[src/dvru_pkg.sv]
// shared types, codes and field layout for the distance-vector route update core
package dvru_pkg;

    // field widths of the stream payloads
    localparam int NODE_W     = 5;
    localparam int COST_W     = 16;
    localparam int HOP_W      = 5;
    localparam int COUNT_W    = 6;
    localparam int FUNC_W     = 2;
    localparam int S_TDATA_W  = 32;
    localparam int M_TDATA_W  = 32;

    // most entries one table dump can hold
    localparam int DUMP_MAX   = 32;

    // transaction kinds carried on tuser
    localparam logic [FUNC_W-1:0] FUNC_SET  = 2'd0;
    localparam logic [FUNC_W-1:0] FUNC_ELEM = 2'd1;
    localparam logic [FUNC_W-1:0] FUNC_TICK = 2'd2;

    // input tdata, highest field first
    typedef struct packed {
        logic [NODE_W-1:0] sender;
        logic              link_flag;
        logic [HOP_W-1:0]  hop;
        logic [COST_W-1:0] cost;
        logic [NODE_W-1:0] node;
    } dvru_in_data_t;

    // output tdata, highest field first, zero padded to a whole word
    typedef struct packed {
        logic [5:0]        pad;
        logic [HOP_W-1:0]  hop;
        logic [COST_W-1:0] cost;
        logic [NODE_W-1:0] node;
    } dvru_out_data_t;

    // sequencer states
    typedef enum logic [2:0] {
        ST_IDLE,
        ST_LINK,
        ST_DEST,
        ST_DUMP_RD,
        ST_DUMP_LOAD
    } dvru_state_t;

    // route ram port strobes
    typedef struct packed {
        logic wr_en;
        logic rd_en;
    } dvru_ram_ctl_t;

endpackage

[src/dvru_route_ram.sv]
// route table ram: cost and next hop per node, registered read, per-entry valid bits
module dvru_route_ram #(
    parameter int DEPTH   = 32,
    parameter int COST_BW = 16
) (
    input  logic                         clk,
    input  logic                         rst_n,
    input  dvru_pkg::dvru_ram_ctl_t      ctl,
    input  logic [$clog2(DEPTH)-1:0]     wr_addr,
    input  logic [COST_BW-1:0]           wr_cost,
    input  logic [dvru_pkg::HOP_W-1:0]   wr_hop,
    input  logic [$clog2(DEPTH)-1:0]     rd_addr,
    output logic [COST_BW-1:0]           rd_cost,
    output logic [dvru_pkg::HOP_W-1:0]   rd_hop
);

    localparam logic [COST_BW-1:0] INF_COST = '1;

    logic [COST_BW-1:0]         cost_mem [DEPTH];
    logic [dvru_pkg::HOP_W-1:0] hop_mem  [DEPTH];
    logic [DEPTH-1:0]           valid_reg;
    logic                       rd_valid_reg;
    logic [COST_BW-1:0]         rd_cost_reg;
    logic [dvru_pkg::HOP_W-1:0] rd_hop_reg;

    // storage write and registered read
    always_ff @(posedge clk)
    begin
        if (ctl.wr_en)
        begin
            cost_mem[wr_addr] <= wr_cost;
            hop_mem[wr_addr]  <= wr_hop;
        end
        if (ctl.rd_en)
        begin
            rd_cost_reg <= cost_mem[rd_addr];
            rd_hop_reg  <= hop_mem[rd_addr];
        end
    end

    // valid bits, cleared at reset so unwritten entries read as unreachable
    always_ff @(posedge clk or negedge rst_n)
    begin
        if (!rst_n)
        begin
            valid_reg    <= '0;
            rd_valid_reg <= 1'b0;
        end
        else
        begin
            if (ctl.wr_en)
            begin
                valid_reg[wr_addr] <= 1'b1;
            end
            if (ctl.rd_en)
            begin
                rd_valid_reg <= valid_reg[rd_addr];
            end
        end
    end

    // entries never written read as infinity with hop zero
    assign rd_cost = rd_valid_reg ? rd_cost_reg : INF_COST;
    assign rd_hop  = rd_valid_reg ? rd_hop_reg : '0;

endmodule

[src/distance_vector_route_update_core.sv]
// Distance-vector route table core. A set-entry transaction (tuser 0) loads one
// node's cost, next hop and neighbor mark and the core stays ready. An advertised
// element (tuser 1) from a marked neighbor reads the destination's entry; on the
// first element of a vector the link cost to the sender is read and latched
// first. The sender's cost plus the advertised cost, saturated at the all-ones
// infinity, replaces the entry of a destination below node_count when smaller.
// A tick (tuser 2), or the tlast element of a vector that changed the table,
// streams the table out: node_count entries (0 read as 1, at most 32), each read
// through the single read port of the route ram, with tlast on the final entry.
// Elements from non-neighbors and unused tuser codes are dropped. node_count is
// written through cfg_we/cfg_wdata; the user must write it only while the core is
// idle, which the core itself does not enforce.
module distance_vector_route_update_core #(
    parameter int MAX_NODES = 32,
    parameter int COST_BITS = 16
) (
    input  logic                                  clk,
    input  logic                                  rst_n,
    // configuration: node_count
    input  logic                                  cfg_we,
    input  logic [dvru_pkg::COUNT_W-1:0]          cfg_wdata,
    // input stream
    input  logic                                  s_axis_tvalid,
    output logic                                  s_axis_tready,
    // tdata fields from bit 0: node, cost, hop, link_flag, sender
    input  logic [dvru_pkg::S_TDATA_W-1:0]        s_axis_tdata,
    // tuser fields from bit 0: func
    input  logic [dvru_pkg::FUNC_W-1:0]           s_axis_tuser,
    input  logic                                  s_axis_tlast,
    // output stream, tlast is end_of_table
    output logic                                  m_axis_tvalid,
    input  logic                                  m_axis_tready,
    // tdata fields from bit 0: out_node, out_cost, out_hop, zero pad
    output logic [dvru_pkg::M_TDATA_W-1:0]        m_axis_tdata,
    output logic                                  m_axis_tlast
);

    localparam int IDX_W = $clog2(MAX_NODES);
    localparam int CAP   = (MAX_NODES < dvru_pkg::DUMP_MAX) ? MAX_NODES : dvru_pkg::DUMP_MAX;
    localparam logic [dvru_pkg::COUNT_W-1:0] CAP_COUNT = dvru_pkg::COUNT_W'(CAP);
    localparam logic [COST_BITS-1:0]         INF_COST  = '1;

    dvru_pkg::dvru_state_t state_reg, state_next;

    logic [dvru_pkg::NODE_W-1:0]  node_reg;
    logic [COST_BITS-1:0]         cost_reg;
    logic [dvru_pkg::NODE_W-1:0]  sender_reg;
    logic                         last_reg;
    logic [COST_BITS-1:0]         link_reg, link_next;
    logic                         mid_reg, mid_next;
    logic                         changed_reg, changed_next;
    logic [dvru_pkg::NODE_W-1:0]  cnt_reg, cnt_next;
    logic [dvru_pkg::COUNT_W-1:0] node_count_reg;
    logic [MAX_NODES-1:0]         marks_reg;

    logic                         m_valid_reg;
    logic [dvru_pkg::NODE_W-1:0]  m_node_reg;
    logic [dvru_pkg::COST_W-1:0]  m_cost_reg;
    logic [dvru_pkg::HOP_W-1:0]   m_hop_reg;
    logic                         m_last_reg;

    dvru_pkg::dvru_in_data_t      in_data;
    dvru_pkg::dvru_out_data_t     out_data;
    dvru_pkg::dvru_ram_ctl_t      ram_ctl;
    logic                         in_acc;
    logic                         mark_we;
    logic [IDX_W-1:0]             wr_addr;
    logic [COST_BITS-1:0]         wr_cost;
    logic [dvru_pkg::HOP_W-1:0]   wr_hop;
    logic [IDX_W-1:0]             rd_addr;
    logic [COST_BITS-1:0]         rd_cost;
    logic [dvru_pkg::HOP_W-1:0]   rd_hop;
    logic [dvru_pkg::COUNT_W-1:0] eff_count;
    logic [COST_BITS:0]           sum;
    logic [COST_BITS-1:0]         sum_sat;
    logic                         dest_in_range;
    logic                         relax_hit;
    logic                         sender_ok;
    logic                         dump_end;
    logic                         out_load;

    assign in_data = dvru_pkg::dvru_in_data_t'(s_axis_tdata);
    assign in_acc  = s_axis_tvalid && s_axis_tready;

    // route table storage
    dvru_route_ram #(
        .DEPTH   (MAX_NODES),
        .COST_BW (COST_BITS)
    ) u_ram (
        .clk     (clk),
        .rst_n   (rst_n),
        .ctl     (ram_ctl),
        .wr_addr (wr_addr),
        .wr_cost (wr_cost),
        .wr_hop  (wr_hop),
        .rd_addr (rd_addr),
        .rd_cost (rd_cost),
        .rd_hop  (rd_hop)
    );

    // effective node count: zero raised to one, capped at table size and dump size
    always_comb
    begin
        priority if (node_count_reg == '0)
        begin
            eff_count = dvru_pkg::COUNT_W'(1);
        end
        else if (node_count_reg > CAP_COUNT)
        begin
            eff_count = CAP_COUNT;
        end
        else
        begin
            eff_count = node_count_reg;
        end
    end

    // add, saturate and compare unit
    assign sum           = {1'b0, link_reg} + {1'b0, cost_reg};
    assign sum_sat       = (sum >= {1'b0, INF_COST}) ? INF_COST : sum[COST_BITS-1:0];
    assign dest_in_range = {1'b0, node_reg} < eff_count;
    assign relax_hit     = dest_in_range && (sum_sat < rd_cost);

    // sender must be a marked neighbor inside the table
    assign sender_ok = (32'(in_data.sender) < MAX_NODES) && marks_reg[IDX_W'(in_data.sender)];
    assign dump_end  = ({1'b0, cnt_reg} + dvru_pkg::COUNT_W'(1)) == eff_count;

    // sequencer: next state and datapath controls
    always_comb
    begin
        state_next      = state_reg;
        link_next       = link_reg;
        mid_next        = mid_reg;
        changed_next    = changed_reg;
        cnt_next        = cnt_reg;
        s_axis_tready   = 1'b0;
        ram_ctl.wr_en   = 1'b0;
        ram_ctl.rd_en   = 1'b0;
        mark_we         = 1'b0;
        wr_addr         = IDX_W'(in_data.node);
        wr_cost         = COST_BITS'(in_data.cost);
        wr_hop          = in_data.hop;
        rd_addr         = IDX_W'(node_reg);
        out_load        = 1'b0;
        unique case (state_reg)
            dvru_pkg::ST_IDLE:
            begin
                s_axis_tready = 1'b1;
                if (s_axis_tvalid)
                begin
                    priority if (s_axis_tuser == dvru_pkg::FUNC_SET)
                    begin
                        if (32'(in_data.node) < MAX_NODES)
                        begin
                            ram_ctl.wr_en = 1'b1;
                            mark_we       = 1'b1;
                        end
                    end
                    else if (s_axis_tuser == dvru_pkg::FUNC_TICK)
                    begin
                        cnt_next   = '0;
                        state_next = dvru_pkg::ST_DUMP_RD;
                    end
                    else if (s_axis_tuser == dvru_pkg::FUNC_ELEM && sender_ok)
                    begin
                        ram_ctl.rd_en = 1'b1;
                        if (!mid_reg)
                        begin
                            rd_addr    = IDX_W'(in_data.sender);
                            state_next = dvru_pkg::ST_LINK;
                        end
                        else
                        begin
                            rd_addr    = IDX_W'(in_data.node);
                            state_next = dvru_pkg::ST_DEST;
                        end
                    end
                    else
                    begin
                        state_next = dvru_pkg::ST_IDLE;
                    end
                end
            end
            dvru_pkg::ST_LINK:
            begin
                // latch link cost, then fetch the destination entry
                link_next     = rd_cost;
                ram_ctl.rd_en = 1'b1;
                rd_addr       = IDX_W'(node_reg);
                state_next    = dvru_pkg::ST_DEST;
            end
            dvru_pkg::ST_DEST:
            begin
                wr_addr = IDX_W'(node_reg);
                wr_cost = sum_sat;
                wr_hop  = sender_reg;
                if (relax_hit)
                begin
                    ram_ctl.wr_en = 1'b1;
                end
                state_next = dvru_pkg::ST_IDLE;
                if (last_reg)
                begin
                    mid_next     = 1'b0;
                    changed_next = 1'b0;
                    if (changed_reg || relax_hit)
                    begin
                        cnt_next   = '0;
                        state_next = dvru_pkg::ST_DUMP_RD;
                    end
                end
                else
                begin
                    mid_next     = 1'b1;
                    changed_next = changed_reg || relax_hit;
                end
            end
            dvru_pkg::ST_DUMP_RD:
            begin
                ram_ctl.rd_en = 1'b1;
                rd_addr       = IDX_W'(cnt_reg);
                state_next    = dvru_pkg::ST_DUMP_LOAD;
            end
            dvru_pkg::ST_DUMP_LOAD:
            begin
                if (!m_valid_reg || m_axis_tready)
                begin
                    out_load = 1'b1;
                    if (dump_end)
                    begin
                        state_next = dvru_pkg::ST_IDLE;
                    end
                    else
                    begin
                        cnt_next   = cnt_reg + dvru_pkg::NODE_W'(1);
                        state_next = dvru_pkg::ST_DUMP_RD;
                    end
                end
            end
            default:
            begin
                state_next = dvru_pkg::ST_IDLE;
            end
        endcase
    end

    // control state
    always_ff @(posedge clk or negedge rst_n)
    begin
        if (!rst_n)
        begin
            state_reg      <= dvru_pkg::ST_IDLE;
            link_reg       <= '0;
            mid_reg        <= 1'b0;
            changed_reg    <= 1'b0;
            cnt_reg        <= '0;
            node_count_reg <= dvru_pkg::COUNT_W'(32);
            marks_reg      <= '0;
            m_valid_reg    <= 1'b0;
        end
        else
        begin
            state_reg   <= state_next;
            link_reg    <= link_next;
            mid_reg     <= mid_next;
            changed_reg <= changed_next;
            cnt_reg     <= cnt_next;
            if (cfg_we)
            begin
                node_count_reg <= cfg_wdata;
            end
            if (mark_we)
            begin
                marks_reg[IDX_W'(in_data.node)] <= in_data.link_flag;
            end
            if (out_load)
            begin
                m_valid_reg <= 1'b1;
            end
            else if (m_axis_tready)
            begin
                m_valid_reg <= 1'b0;
            end
        end
    end

    // captured element fields
    always_ff @(posedge clk)
    begin
        if (in_acc)
        begin
            node_reg   <= in_data.node;
            cost_reg   <= COST_BITS'(in_data.cost);
            sender_reg <= in_data.sender;
            last_reg   <= s_axis_tlast;
        end
    end

    // output register payload
    always_ff @(posedge clk)
    begin
        if (out_load)
        begin
            m_node_reg <= cnt_reg;
            m_cost_reg <= dvru_pkg::COST_W'(rd_cost);
            m_hop_reg  <= rd_hop;
            m_last_reg <= dump_end;
        end
    end

    assign out_data.pad  = '0;
    assign out_data.hop  = m_hop_reg;
    assign out_data.cost = m_cost_reg;
    assign out_data.node = m_node_reg;

    assign m_axis_tvalid = m_valid_reg;
    assign m_axis_tdata  = out_data;
    assign m_axis_tlast  = m_last_reg;

    // table writes only come from a set entry or a relaxation step
    a_write_source: assert property (@(posedge clk) disable iff (!rst_n)
        ram_ctl.wr_en |-> (state_reg == dvru_pkg::ST_IDLE || state_reg == dvru_pkg::ST_DEST))
        else $error("route table written outside set entry or relaxation");

    // dump index stays inside the effective table
    a_dump_range: assert property (@(posedge clk) disable iff (!rst_n)
        (state_reg == dvru_pkg::ST_DUMP_RD || state_reg == dvru_pkg::ST_DUMP_LOAD)
        |-> ({1'b0, cnt_reg} < eff_count))
        else $error("dump index beyond node count");

    // the final entry of a dump returns the sequencer to idle
    a_dump_finish: assert property (@(posedge clk) disable iff (!rst_n)
        (out_load && dump_end) |=> (state_reg == dvru_pkg::ST_IDLE && m_axis_tlast))
        else $error("dump did not finish after end of table");

endmodule

[config.mk]
export PLATFORM = sky130hd
export DESIGN_NAME = distance_vector_route_update_core
export DESIGN_NICKNAME = d
export VERILOG_FILES = /design/src/dvru_pkg.sv /design/src/dvru_route_ram.sv /design/src/distance_vector_route_update_core.sv
export SDC_FILE = /design/constraint.sdc
export NUM_CORES = 1
export LEC_CHECK = 0
export BUFFER_PORTS_ARGS = -buffer_cell sky130_fd_sc_hd__buf_2
export CELL_PAD_IN_SITES_DETAIL_PLACEMENT = 1
export CELL_PAD_IN_SITES_GLOBAL_PLACEMENT = 1
export CORE_MARGIN = 1
export CORE_UTILIZATION = 35
export DETAILED_ROUTE_END_ITERATION = 8
export PLACE_DENSITY_LB_ADDON = 0.2
export SYNTH_ARGS = -nofsm -noshare
export SYNTH_HDL_FRONTEND = slang
export SYNTH_SLANG_ARGS = --single-unit
[constraint.sdc]
create_clock -name clk -period 6.8 [get_ports clk]
set_input_delay 0.34 -clock clk [delete_from_list [all_inputs] [get_ports clk]]
set_output_delay 0.34 -clock clk [all_outputs]
set_load 0.01 [all_outputs]
## After elaboration in Yosys (flattened, before gate mapping)

Memory sizes are Yosys's and may differ from the RTL's. A register that Yosys moved wholly into a read port is not among the register bits.
Cells that the tools add are included.

- Eq/ne operators: 14
- Bitwise gates (word level): 1
- Mux-type cells: 59
- Reduce and logical (&&, ||, !) cells: 16
- Order comparisons: 10
- Shift-type cells: 0
- Multiply operators: 0
- $add $sub $neg: 3
- Divide/modulo/power cells: 0

Operators with widths:

| kind | count |
|---|---|
| 2-to-1 mux 5 bit | 14 |
| 2-to-1 mux 16 bit | 3 |
| bitwise mux 32 bit | 1 |
| OR 32 bit | 1 |
| less-than comparator 5 x 6 -> 1 bit, second input constant | 4 |
| 2-to-1 mux 1 bit | 20 |
| adder 16 x 16 -> 17 bit | 1 |
| greater-or-equal comparator 17 x 16 -> 1 bit, second input constant | 1 |
| less-than comparator 16 bit | 1 |
| 2-to-1 mux 3 bit | 5 |
| case mux 3 bit (5 select lines) | 1 |
| case mux 5 bit (3 select lines) | 1 |
| != test 2 bit, second input constant | 7 |
| 2-to-1 mux 6 bit | 2 |
| binary-select mux 1 bit (select 5 bit) | 2 |
| demux 1 bit (select 5 bit) | 2 |
| greater-or-equal comparator 5 x 1 -> 1 bit, second input constant | 2 |
| 2-to-1 mux 2 bit | 5 |
| case mux 5 bit (2 select lines) | 1 |
| AND reduction 8 bit | 1 |
| adder 5 x 1 -> 6 bit, second input constant | 1 |
| equality test 3 x 2 -> 1 bit, second input constant | 2 |
| equality test 6 bit | 1 |
| greater-than comparator 6 bit, second input constant | 1 |
| other kinds (17) | 23 |

- Bits in latches: 0
- Memory bits (writable): 672
- Bits of input ports: 46
- Bits in read-only memories: 0
- Output and inout bits: 35
- Memories: 2
- Bits in registers: 152
- Word-level logic and storage cells: 123

Memory list:

| name | words | width | read ports | clocked after memory_dff | wr ports | RTL line | source |
|---|---|---|---|---|---|---|---|
| u_ram.cost_mem | 32 | 16 | 1 | 1 | 1 | dvru_route_ram.sv:19 | `logic [COST_BW-1:0] cost_mem [DEPTH];` |
| u_ram.hop_mem | 32 | 5 | 1 | 1 | 1 | dvru_route_ram.sv:20 | `logic [dvru_pkg::HOP_W-1:0] hop_mem [DEPTH];` |

## Longest topological paths before layout

- Word-level depth: 10
- Depth in mapped cells: 25
- Mapped depth without buffers: 22

## Cells and area by module

Synthesis repeated with hierarchy kept, for this count alone.

- Cell total of the unflattened synthesis: 1788
- Area, all modules: 34667.0 um^2

Modules (own cells, without submodules):

| module | seq. area each (um^2) | times used | cells each | area each (um^2) |
|---|---|---|---|---|
| dvru_route_ram | 21635.8 | 1 | 1151 | 27745.4 |
| distance_vector_route_update_core | 3249.4 | 1 | 637 | 6921.6 |

## Worst setup path before layout

Ideal clock, no wire load.

- Path kind: register to register
- Start point: register link_reg[0]
- End point: memory u_ram.cost_mem[6][0] (enable)
- Stages on the path, launching flop included: 21
- Data arrival time: 6.769 ns
- Data required time: 6.368 ns
- Clock period less this slack: 7.201 ns
- Setup time: 0.432 ns
- Slack: -0.401 ns
- Path buffers: 2
- Cells stage by stage: dfrtp_1 -> ha_1 -> inv_1 -> fa_1 -> xor2_1 -> or3b_2 -> or4_1 -> nor4b_1 -> nor4b_2 -> a21oi_1 -> clkbuf_1 -> nand2_1 -> ha_1 -> a21o_1 -> a21o_1 -> a21oi_1 -> nand3_1 -> a2111oi_4 -> o21ai_2 -> buf_4 -> a211oi_1

- Longest elaborated chain between the ends: 9

Ends and longest elaborated chain:

| element | RTL line | source |
|---|---|---|
| start, declared | distance_vector_route_update_core.sv:49 | `logic [COST_BITS-1:0] link_reg, link_next;` |
| start signal, assigned | distance_vector_route_update_core.sv:264 | `link_reg <= link_next;` |
| adder 16 x 16 -> 17 bit (*) | distance_vector_route_update_core.sv:119 | `assign sum = {1'b0, link_reg} + {1'b0, cost_reg};` |
| greater-or-equal comparator 17 x 16 -> 1 bit | distance_vector_route_update_core.sv:120 | `assign sum_sat = (sum >= {1'b0, INF_COST}) ? INF_COST : sum[COST_BITS-1:0];` |
| 2-to-1 mux 16 bit (*) | distance_vector_route_update_core.sv:120 |  |
| less-than comparator 16 bit (*) | distance_vector_route_update_core.sv:122 | `assign relax_hit = dest_in_range && (sum_sat < rd_cost);` |
| logical AND 1 bit (*) | distance_vector_route_update_core.sv:122 |  |
| 2-to-1 mux 1 bit (*) | distance_vector_route_update_core.sv:197 | `if (relax_hit)` |
| case mux 1 bit (2 select lines) (*) | distance_vector_route_update_core.sv:145 | `unique case (state_reg)` |
| 2-to-1 mux 1 bit (*) | dvru_route_ram.sv:29 | `if (ctl.wr_en)` |
| 2-to-1 mux 1 bit (not written as such) (*) | dvru_route_ram.sv:31 | `cost_mem[wr_addr] <= wr_cost;` |
| end, declared | dvru_route_ram.sv:19 |  |

Mark *: on every way between the ends. The rest lies on a longest branch, timed or not.

## Final worst setup path

- Start point: register cost_reg[3]
- End point: memory u_ram.cost_mem[22][2] (enable)

- Longest elaborated chain between the ends: 9

Ends and longest elaborated chain:

| element | RTL line | source |
|---|---|---|
| start, declared | distance_vector_route_update_core.sv:46 | `logic [COST_BITS-1:0] cost_reg;` |
| start signal, assigned | distance_vector_route_update_core.sv:293 | `cost_reg <= COST_BITS'(in_data.cost);` |
| adder 16 x 16 -> 17 bit (*) | distance_vector_route_update_core.sv:119 |  |
| greater-or-equal comparator 17 x 16 -> 1 bit | distance_vector_route_update_core.sv:120 |  |
| 2-to-1 mux 16 bit (*) | distance_vector_route_update_core.sv:120 |  |
| less-than comparator 16 bit (*) | distance_vector_route_update_core.sv:122 |  |
| logical AND 1 bit (*) | distance_vector_route_update_core.sv:122 |  |
| 2-to-1 mux 1 bit (*) | distance_vector_route_update_core.sv:197 |  |
| case mux 1 bit (2 select lines) (*) | distance_vector_route_update_core.sv:145 |  |
| 2-to-1 mux 1 bit (*) | dvru_route_ram.sv:29 |  |
| 2-to-1 mux 1 bit (not written as such) (*) | dvru_route_ram.sv:31 |  |

Marks and branches as above.

==> key figures <==
Floorplanning
  – Initial Util: 0.353
  – Die X: 322 microns
  – Core Box Area: 102000 sq um
  – Top Ports: 81
  – Die area: 104000 sq um
  – Cell Rows: 117
  – Die height: 322 microns

Clock tree
  – Root Buffer: clkbuf_16
  – Total CTS buffers: 90
  – # hold bufs at CTS: 30
  – CTS Buffer Depth: 3
  – Sink Count: 845
  – Worst-Skew Late Latency: 0.67 ns
  – Postcts setup bufs: 0
  – H-tree Lvls: 3
  – Post-cts gate resize count: 0
  – CTS tree: yes
  – Worst-path clk slew: 0.06 ns

Global routing
  – Initial antenna violation count: 7
  – First-pass GRT wire length: 175000 microns
  – Grt total ovfl: 0
  – Largest net degree at the start of global routing: 138
  – Overall Global Routing Usage: 0.233
  – Vias in the first global route: 24829

Place
  – Dpl cell area: 38600 sq um
  – Pre-CTS worst setup slack: 0.461 ns
  – Placer Congestion: 0.900
  – DP HPWL: 76000 microns
  – IO buf count: 74

Logic synthesis
  – Ys flop type: edfxtp_1
  – Post-synth top area share: 0.624
  – Netlist cell types: 78
  – Synthesized flop and latch total: 845
  – Avg Cell Area, Syn: 12.4 sq um
  – EDFF count, synth: 747
  – Share of the yosys chip area belonging to registers: 0.692
  – Synth Instances: 2906
  – Yosys top cell by area: edfxtp_1
  – Syn Std Cell Area: 35900 sq um
  – Async SR Flop Fraction: 0.116
  – Synth Warn #: 0
  – Synth cell count leaders: 782 x nand2_1, 747 x edfxtp_1, 194 x a31oi_1
  – Ranking of synthesized cells by area: edfxtp_1 62%, nand2_1 8.2%, dfrtp_1 6.8%
  – Count leader, synth: nand2_1

Worst hold path
  – Hold path start: cfg_we
  – Worst Hold Class: primary input to register

Timing
  – Final setup fails: 0
  – Final hold vios: 0
  – Fin worst setup slack: 0.374 ns
  – Post-layout min period: 6.43 ns
  – Max Slew Vio Count: 0
  – Clk_skew: 0.0317 ns
  – Setup TNS: 0 ns
  – Max_slew headroom: 0.117
  – Least-Margin Pin Slew: 1.32 ns
  – RSZ-0062 raised after global routing: no
  – Tcrit/Tclk final: 0.945
  – Max Fclk: 156 MHz

Detailed routing
  – DRT Wirelength: 121000 microns
  – Vias per Instance: 5.48
  – Remaining DRCs: 0
  – TritonRoute pass-1 iters: 5
  – WL/cell: 27.1 microns
  – ANT nets after route: 0
  – Iteration-0 DRC Markers: 2313
  – DR vias: 24523

Worst setup path
  – Cells along the critical path: ha_1 > a21o_1 > a21oi_1 > a21boi_1 > o31ai_2 > a21bo_2 > or4b_2 > nor4b_2 > a21oi_1 > buf_4 > nand2_1 > ha_1 > a21o_1 > a21oi_1 > nand3_1 > a2111oi_4 > o21ai_2 > buf_4 > a211oi_4 > buf_4
  – Worst setup startpoint: cost_reg[3]
  – Setup CP Type: register to register
  – CP max FO: 21
  – Reg2reg start: cost_reg[3]
  – Crit path required time: 7.12 ns
  – Startpoint types: register
  – Critical Path AT: 6.75 ns
  – Slowest-stage cell, CP: or4b_2
  – Crit end category: register
  – Critical path's largest stage delay: 0.67 ns

Power and ir drop
  – Leak: 15.0 nW
  – PD cells: 402 nW/um^2
  – Maximum VDD drop: 0.227 mV

Layout
  – Fin nets: 3117
  – Largest registers: u_ram.cost_mem: 512 flops, u_ram.hop_mem: 160 flops
  – Layout cells sized above 1: 0.148
  – Max FFs per register: 512
  – Area Growth Syn to Fin: 16.2%
  – Biggest register: u_ram.cost_mem
  – Fin area: 41800 sq um

Run
  – Total of max-cap violations: 0

Outcome
  – Status: finished clean
==> worst paths after layout <==
check / slack [ns] / cells after the start / to
min: 0.05 / 2 / node_count_reg[1]
max reg2reg: 0.37 / 20 / u_ram.cost_mem[22][2]
max in group asynchronous: 5.28 / 3 / link_reg[8]
min in group asynchronous: 0.11 / 2 / marks_reg[3]
min reg2reg: 0.48 / 2 / u_ram.valid_reg[2]
max: 0.37 / 20 / u_ram.cost_mem[22][2]
==> cells by family after synthesis <==
family / count (synthesis) / share of synthesized area
mux: 52 / 0.0187
buf+inv: 234 / 0.0305
simple gates: 1210 / 0.149
fa+ha+maj: 37 / 0.0131
flops: 845 / 0.692
other cells: 1 / 0.000104
compound gates: 511 / 0.0922
xor+xnor: 16 / 0.00390
==> critical path: cells and delay by family, from the launching register on <==
family	cells	cell delay (ns)
AOI/OAI and AO/OA	11	2.67
and+or+nand+nor	4	1.42
buffers and inverters	3	0.94
adders and majority gates	2	0.60
DFF	1	0.39
==> final cells by class <==
type | instances | area, sq um
Fill cell | 10593 | 60000
Sequential cell | 845 | 24900
Multi-Input combinational cell | 1832 | 10500
Clock buffer | 112 | 2410
Tap cell | 1368 | 1710
Timing Repair Buffer | 220 | 1670
Clock inverter | 53 | 437
Inverter | 45 | 169
Antenna cell | 1 | 2.50
==> layer usage <==
layer,up-vias,part of all wire,GRT usage
li1,10931,-,-
met1,12605,0.45,0.331
met2,813,0.46,0.364
met3,170,0.066,0.0343
met4,4,0.029,0.0768
met5,-,0.00028,0
==> power by group <==
| part | total, W | leakage, nW | switching [W] | internal, W |
|---|---|---|---|---|
| sequential | 0.00658 | 7.94 | 0.000179 | 0.00641 |
| combinational | 0.00542 | 5.73 | 0.00393 | 0.00149 |
| clock | 0.00480 | 1.38 | 0.00209 | 0.00271 |
| total | 0.0168 | 15.0 | 0.00620 | 0.0106 |
==> through the flow <==
stage / utilization / power [W] / std cells / hold slack (ns)
floorplan: - / 0.00961 / 2911 / 0.0444
global placement: 0.380 / 0.0120 / 4280 / 0.248
detailed placement: 0.380 / 0.0121 / 4280 / 0.256
CTS: 0.410 / 0.0169 / 4475 / 0.0113
global route: 0.410 / 0.0175 / 4475 / 0.0577
finish: 0.411 / 0.0168 / 4476 / 0.0483
==> layout by cell type (no fill, tap or decap), types with 7 or more instances in the layout <==
master	instances
nor3_1	23
nand2b_1	21
nand3b_1	8
or2_2	10
a31oi_4	9
clkinv_1	20
a211oi_4	11
o22ai_1	85
a31oi_1	176
ha_1	36
buf_12	10
nor4_1	26
xnor2_1	10
dfrtp_1	97
inv_1	45
nand2_1	777
o21ai_0	26
dlygate4sd3_1	30
nor2b_1	8
clkbuf_1	17
mux2_2	41
nor2_1	101
edfxtp_1	747
o31ai_1	21
mux4_2	8
a21oi_2	18
clkinvlp_4	7
and2_1	8
buf_2	73
clkbuf_16	92
a21o_1	18
nand3_1	19
clkinv_2	15
a31oi_2	9
a21oi_1	66
o211ai_1	13
and3_1	175
buf_4	107
(Power assumes the default switching activity.)
